### src/rtl/mpsm_pkg.sv
// Shared types for the multi-pattern string matcher: operation codes and the
// command and status groups between the controller and the datapath. No dependencies.
`default_nettype none

package mpsm_pkg;

    typedef enum logic [2:0] {
        OP_CLEAR  = 3'd0,
        OP_TRANS  = 3'd1,
        OP_FAIL   = 3'd2,
        OP_OUTPUT = 3'd3,
        OP_FINISH = 3'd4,
        OP_SCAN   = 3'd5
    } op_t;

    typedef enum logic [1:0] {
        RES_PLAIN  = 2'd0,
        RES_REJECT = 2'd1,
        RES_SCAN   = 2'd2,
        RES_ZERO   = 2'd3
    } res_kind_t;

    typedef struct packed {
        logic      capture;
        logic      clear_regs;
        logic      goto_wr;
        logic      fail_wr;
        logic      out_wr;
        logic      set_ready;
        logic      rd_root;
        logic      latch_root;
        logic      hop;
        logic      resolve;
        logic      accumulate;
        logic      res_load;
        res_kind_t res_kind;
        logic      out_load;
        logic      sweep;
    } cmd_t;

    typedef struct packed {
        op_t  op;
        logic tables_ready;
        logic hit;
        logic stop;
        logic sweep_last;
        logic out_free;
    } stat_t;

endpackage

`default_nettype wire

### src/rtl/mpsm_ctrl.sv
// Controller state machine of the matcher: sequences loads, the failure-link walk,
// result hand-off and the table clearing pass. Uses mpsm_pkg.
`default_nettype none

module mpsm_ctrl (
    input  wire logic             aclk,
    input  wire logic             aresetn,
    input  wire logic             s_valid,
    output logic                  s_ready,
    input  wire mpsm_pkg::stat_t  stat,
    output mpsm_pkg::cmd_t        cmd
);

    typedef enum logic [7:0] {
        ST_SWEEP  = 8'b0000_0001,
        ST_IDLE   = 8'b0000_0010,
        ST_EXEC   = 8'b0000_0100,
        ST_OUTWR  = 8'b0000_1000,
        ST_ROOT   = 8'b0001_0000,
        ST_WALK   = 8'b0010_0000,
        ST_ACC    = 8'b0100_0000,
        ST_RESULT = 8'b1000_0000
    } state_t;

    state_t state_reg, state_next;

    always_ff @(posedge aclk) begin
        if (!aresetn) begin
            state_reg <= ST_SWEEP;
        end else begin
            state_reg <= state_next;
        end
    end

    assign s_ready = (state_reg == ST_IDLE);

    always_comb begin
        state_next   = state_reg;
        cmd          = '0;
        cmd.res_kind = mpsm_pkg::RES_PLAIN;
        case (state_reg)
            ST_SWEEP: begin
                cmd.sweep = 1'b1;
                if (stat.sweep_last) begin
                    state_next = ST_IDLE;
                end
            end
            ST_IDLE: begin
                if (s_valid) begin
                    cmd.capture = 1'b1;
                    state_next  = ST_EXEC;
                end
            end
            ST_EXEC: begin
                state_next   = ST_RESULT;
                cmd.res_load = 1'b1;
                case (stat.op)
                    mpsm_pkg::OP_CLEAR: begin
                        cmd.clear_regs = 1'b1;
                        cmd.res_kind   = mpsm_pkg::RES_ZERO;
                    end
                    mpsm_pkg::OP_TRANS:  cmd.goto_wr = 1'b1;
                    mpsm_pkg::OP_FAIL:   cmd.fail_wr = 1'b1;
                    mpsm_pkg::OP_OUTPUT: state_next = ST_OUTWR;
                    mpsm_pkg::OP_FINISH: cmd.set_ready = 1'b1;
                    mpsm_pkg::OP_SCAN: begin
                        if (stat.tables_ready) begin
                            cmd.res_load = 1'b0;
                            cmd.rd_root  = 1'b1;
                            state_next   = ST_ROOT;
                        end else begin
                            cmd.res_kind = mpsm_pkg::RES_REJECT;
                        end
                    end
                    default: ;
                endcase
            end
            ST_OUTWR: begin
                cmd.out_wr = 1'b1;
                state_next = ST_RESULT;
            end
            ST_ROOT: begin
                cmd.latch_root = 1'b1;
                state_next     = ST_WALK;
            end
            ST_WALK: begin
                if (stat.hit || stat.stop) begin
                    cmd.resolve = 1'b1;
                    state_next  = ST_ACC;
                end else begin
                    cmd.hop = 1'b1;
                end
            end
            ST_ACC: begin
                cmd.accumulate = 1'b1;
                cmd.res_load   = 1'b1;
                cmd.res_kind   = mpsm_pkg::RES_SCAN;
                state_next     = ST_RESULT;
            end
            ST_RESULT: begin
                if (stat.out_free) begin
                    cmd.out_load = 1'b1;
                    state_next   = (stat.op == mpsm_pkg::OP_CLEAR) ? ST_SWEEP : ST_IDLE;
                end
            end
            default: state_next = ST_SWEEP;
        endcase
    end

endmodule

`default_nettype wire

### config.mk
export PLATFORM = sky130hd
export DESIGN_NAME = mpsm_ctrl
export DESIGN_NICKNAME = d
export VERILOG_FILES = /design/src/rtl/mpsm_pkg.sv /design/src/rtl/mpsm_ctrl.sv
export SDC_FILE = /design/constraint.sdc
export NUM_CORES = 1
export LEC_CHECK = 0
export ABC_AREA = 1
export BUFFER_PORTS_ARGS = -buffer_cell sky130_fd_sc_hd__buf_2
export CAP_MARGIN = 20
export CORE_MARGIN = 4
export CORE_UTILIZATION = 40
export DETAILED_ROUTE_END_ITERATION = 8
export PLACE_DENSITY = 0.67
export SYNTH_ARGS = -nofsm -noshare
export SYNTH_HDL_FRONTEND = slang
export SYNTH_SLANG_ARGS = --single-unit
### constraint.sdc
create_clock -name aclk -period 1.6 [get_ports aclk]
set_input_delay 0.48 -clock aclk [delete_from_list [all_inputs] [get_ports aclk]]
set_output_delay 0.48 -clock aclk [all_outputs]
set_load 0.03 [all_outputs]
Yosys cells after proc, flatten, opt, wreduce, memory -nomap -nowiden --
Cells that the tools add are included.
Storage, ports and cells: register bits 8, bits in latches 0, RAM bits 0, memory bits (read-only) 0, input port bits 11, output and inout port bits 17, word-level logic and storage cells 54, memories 0
Cells by class: $add $sub $neg 0, $mul 0, divide/modulo/power cells 0, order comparisons 0, equal/unequal tests 17, shift operators 0, mux-type cells 32, bitwise operators 0, reductions and logical operators 4
Operators by type and width (count):
- $pmux W8 S7 | 1
- $mux W8 | 5
- $mux W1 | 19
- $pmux W8 S2 | 1
- $eq A8 B1 Y1 const B | 1
- $eq A8 B2 Y1 const B | 1
- $eq A8 B3 Y1 const B | 1
- $eq A8 B4 Y1 const B | 1
- $eq A8 B5 Y1 const B | 1
- $eq A8 B6 Y1 const B | 1
- $eq A8 B7 Y1 const B | 1
- $eq A8 B8 Y1 const B | 1
- $ne A2 B2 Y1 const B | 4
- $eq A3 B2 Y1 const B | 2
- $eq A3 B3 Y1 const B | 2
- $mux W2 | 3
- $pmux W3 S2 | 1
- $pmux W2 S2 | 1
- $reduce_and A4 Y1 | 1
- $eq A3 B1 Y1 const B | 1
- $logic_not A3 Y1 | 1
- $mux W3 | 1
- $reduce_or A2 Y1 | 1
- $logic_or A1 B1 Y1 | 1

Logic depth before layout (Yosys ltp) --
word-level depth 4, mapped depth 10

Worst setup path before layout --
Ideal clock, no wire load.
kind reg-to-output, start point register state_reg[3], end point output port cmd[10] (netlist bit), arrival 1.607 ns, required time 1.120 ns, setup slack -0.487 ns, stages on the path, launching flop included 6, buffers on the path 0, path through dfxtp_1 > inv_2 > nand2_1 > nor2_2 > nand2_4 > nor4_1
RTL lines:
- from (decl) | line mpsm_ctrl.sv:25 | state_t state_reg, state_next;
- from (signal assigned) | line mpsm_ctrl.sv:31 | state_reg <= state_next;
- to (decl) | line mpsm_ctrl.sv:11 | output mpsm_pkg::cmd_t cmd

==> flow_summary.json <==
{
  "layout.cells.non_filler": 212,
  "finalHoldViolCount": 0,
  "ys_top_cells_by_area": "dfxtp_1 21%, nand2_1 12%, nand2_4 9.0%",
  "crit_type": "flop to primary output",
  "async_flop_share_pct": 0,
  "dpl.cell_count": 186,
  "drc": 0,
  "ys_seq_area_share_pct": 21.3,
  "numCtsBuffers": 3,
  "drive_above_1_share_pct": 72.7,
  "slew_headroom_pct": 78.2,
  "pwr-share-seq_pct": 21.7,
  "start_util_pct": 43.1,
  "clockPowerShare_pct": 15.8,
  "vias": 1059,
  "cp_common_cell": "inv_2",
  "dr.pass1.iters": 4,
  "ys_types": 24,
  "die_h_um": 51.4,
  "holdWs_ns": 0.469,
  "portBuffers": 27,
  "design_area_um2": 1590,
  "fin_skew_ns": 0.00667,
  "totalPowerFinal_w": 0.00105,
  "ys_ff_latch": 8,
  "violations": "setup timing",
  "layout_min_cycle_time_ns": 1.93,
  "rows": 15,
  "outcome": "finished with violations",
  "power.density_nw_per_um2": 662,
  "yosysMostFrequentCell": "nand2_1",
  "peakVddDrop_v": 0.000435,
  "finalCritPeriodShare_pct": 121,
  "worst_pin_slew_ns": 0.326,
  "cts_tree": "built",
  "critPathLaunchType": "flop",
  "clk_latency_ns": 0.27,
  "antenna_left": 0,
  "cts_hold_buffers": 0,
  "dieArea_um2": 2640,
  "pwr-share-comb_pct": 62.5,
  "num_io_pins": 28,
  "p_sw_w": 0.000448,
  "drt-vias-per-instance": 5.00,
  "timing.fmax_mhz": 518,
  "num_antenna_cells": 0,
  "netlist_instances": 115,
  "fin_ws_ns": -0.329,
  "place_congestion": 0.782,
  "grt_usage_pct": 22.6,
  "mappedNetlistArea_um2": 752,
  "intPower_w": 0.000602,
  "p_leak_nw": 0.854,
  "grt_pass1_vias": 989,
  "worstPathMaxFanout": 8,
  "drt_iter0_markers": 28,
  "synth_top_cell_area_share_pct": 21.3,
  "grt_pass1_wl_mm": 4.38,
  "yosysTopAreaCell": "dfxtp_1",
  "cpPeakStageDelay_ns": 0.33,
  "syn_to_final_growth_pct": 111,
  "ys.flop_type": "dfxtp_1",
  "crit_path_end_kind": "primary output",
  "crit_family": "simple AND/OR/NAND/NOR gates",
  "drv_cap": 0,
  "core_um2": 1750,
  "placed_cell_area_um2": 1140,
  "critPathArrivalTime_ns": 1.45,
  "cts.htree.levels": 1,
  "grt_max_degree": 9,
  "synth_nets": 126,
  "routed_wl_mm": 3.38,
  "synth_common_cells": "25 x nand2_1, 17 x inv_1, 14 x nor2_1, 11 x inv_2, 8 x dfxtp_1",
  "yosysWarnings": 0,
  "chipWidth_um": 51.4,
  "worstPathRequired_ns": 1.12,
  "setup_viol": 22,
  "clkSlewWorstSetupHoldPaths_ns": 0.06,
  "clock_tree.buffer_depth": 2,
  "setup_tns_ns": -4.99,
  "switching_share_pct": 42.7,
  "cts-root-buf": "clkbuf_4",
  "crit_buf_inv": 3,
  "drv_slew": 0,
  "synth_area_per_cell_um2": 6.54,
  "rsz0062_at_grt": "yes",
  "dp_hpwl_mm": 1.65,
  "synth_enable_flop_cells": 0,
  "antenna_found_initial": 0,
  "largest_reg_flops": 8,
  "hold_class": "primary input to flop",
  "numClockSinks": 8,
  "slowest_stage": "dfxtp_2",
  "gr-total-overflow": 0,
  "nets": 200,
  "crit_chain": "inv_2 -> nand2_4 -> nor2_8 -> nand2_8 -> nor2_4 -> inv_2 -> o31ai_4 -> buf_6",
  "wl_per_cell_um": 16.0
}
==> power by group through the flow <==
stage / Combinational (W) / Sequential (W) / Clock (W)
floorplan: 0.000296 / 0.000230 / 0
global placement: 0.000402 / 0.000231 / 0
detailed placement: 0.000409 / 0.000231 / 0
CTS: 0.000541 / 0.000227 / 0.000162
global route: 0.000693 / 0.000230 / 0.000174
finish: 0.000656 / 0.000228 / 0.000166
==> repair_timing <==
| item | CTS | global route |
|---|---|---|
| resized for setup | 58 | 21 |
| endpoints found under the setup margin | 17 | 22 |
| setup buffers | 13 | 10 |
| pin swaps | 10 | 8 |
==> path summary, 6_finish.rpt <==
path,start,to,slack (ns),cells after the start
setup / recovery,state_reg[7]$_SDFFE_PN0P_,cmd[2],-0.33,8
hold / removal,aresetn,state_reg[0]$_SDFFE_PN1P_,0.47,2
setup reg to reg,state_reg[7]$_SDFFE_PN0P_,state_reg[6]$_SDFFE_PN0P_,-0.17,13
hold reg to reg,state_reg[5]$_SDFFE_PN0P_,state_reg[6]$_SDFFE_PN0P_,0.68,4
==> metrics by stage <==
step                worst slack [ns]  util, %
global route                  -0.382     90.9
finish                        -0.329     90.9
floorplan                     -0.110        -
detailed placement            -0.159     65.2
CTS                           -0.278     81.9
global placement              -0.130     65.2
==> kinds of logic (layout without fill, tap and decap cells) <==
logic type / Yosys count / in the layout / share of synthesized area [%]
AND/OR/NAND/NOR: 71 / 71 / 56.6
AO/OA/AOI/OAI: 7 / 7 / 7.15
flip-flops: 8 / 8 / 21.3
buffers and inverters: 29 / 101 / 15.0
==> area by class of cell <==
cell class	instances	area, um^2
sequential	8	166
clock buffer	3	22.5
tap	25	31.3
inverter	28	115
multi-input combinational	78	659
timing repair buffer	70	592
fill	70	159
==> layer usage <==
layer,wire [um],part of all wire (%),vias to the layer above,global-route usage (%)
met5,0,0,-,0
li1,-,-,495,-
met4,165,4.9,0,12.2
met3,210,6.2,17,4.37
met2,1810,53,64,41.1
met1,1200,35,483,23.9
==> layout by cell type (no fill, tap or decap) <==
| cell | n |
|---|---|
| a21oi_1 | 1 |
| a21oi_2 | 1 |
| a31oi_1 | 1 |
| buf_12 | 1 |
| buf_2 | 10 |
| buf_4 | 39 |
| buf_6 | 19 |
| buf_8 | 1 |
| clkbuf_4 | 3 |
| dfxtp_1 | 3 |
| dfxtp_2 | 5 |
| inv_1 | 11 |
| inv_2 | 14 |
| inv_4 | 2 |
| inv_6 | 1 |
| nand2_1 | 19 |
| nand2_2 | 2 |
| nand2_4 | 13 |
| nand2_8 | 3 |
| nand3_1 | 4 |
| nand3_2 | 3 |
| nand4_1 | 1 |
| nor2_1 | 7 |
| nor2_2 | 3 |
| nor2_4 | 10 |
| nor2_8 | 2 |
| nor3_1 | 2 |
| nor3_4 | 1 |
| nor4_4 | 1 |
| o21ai_1 | 2 |
| o21ai_4 | 1 |
| o31ai_4 | 1 |
(Power assumes the default switching activity.)
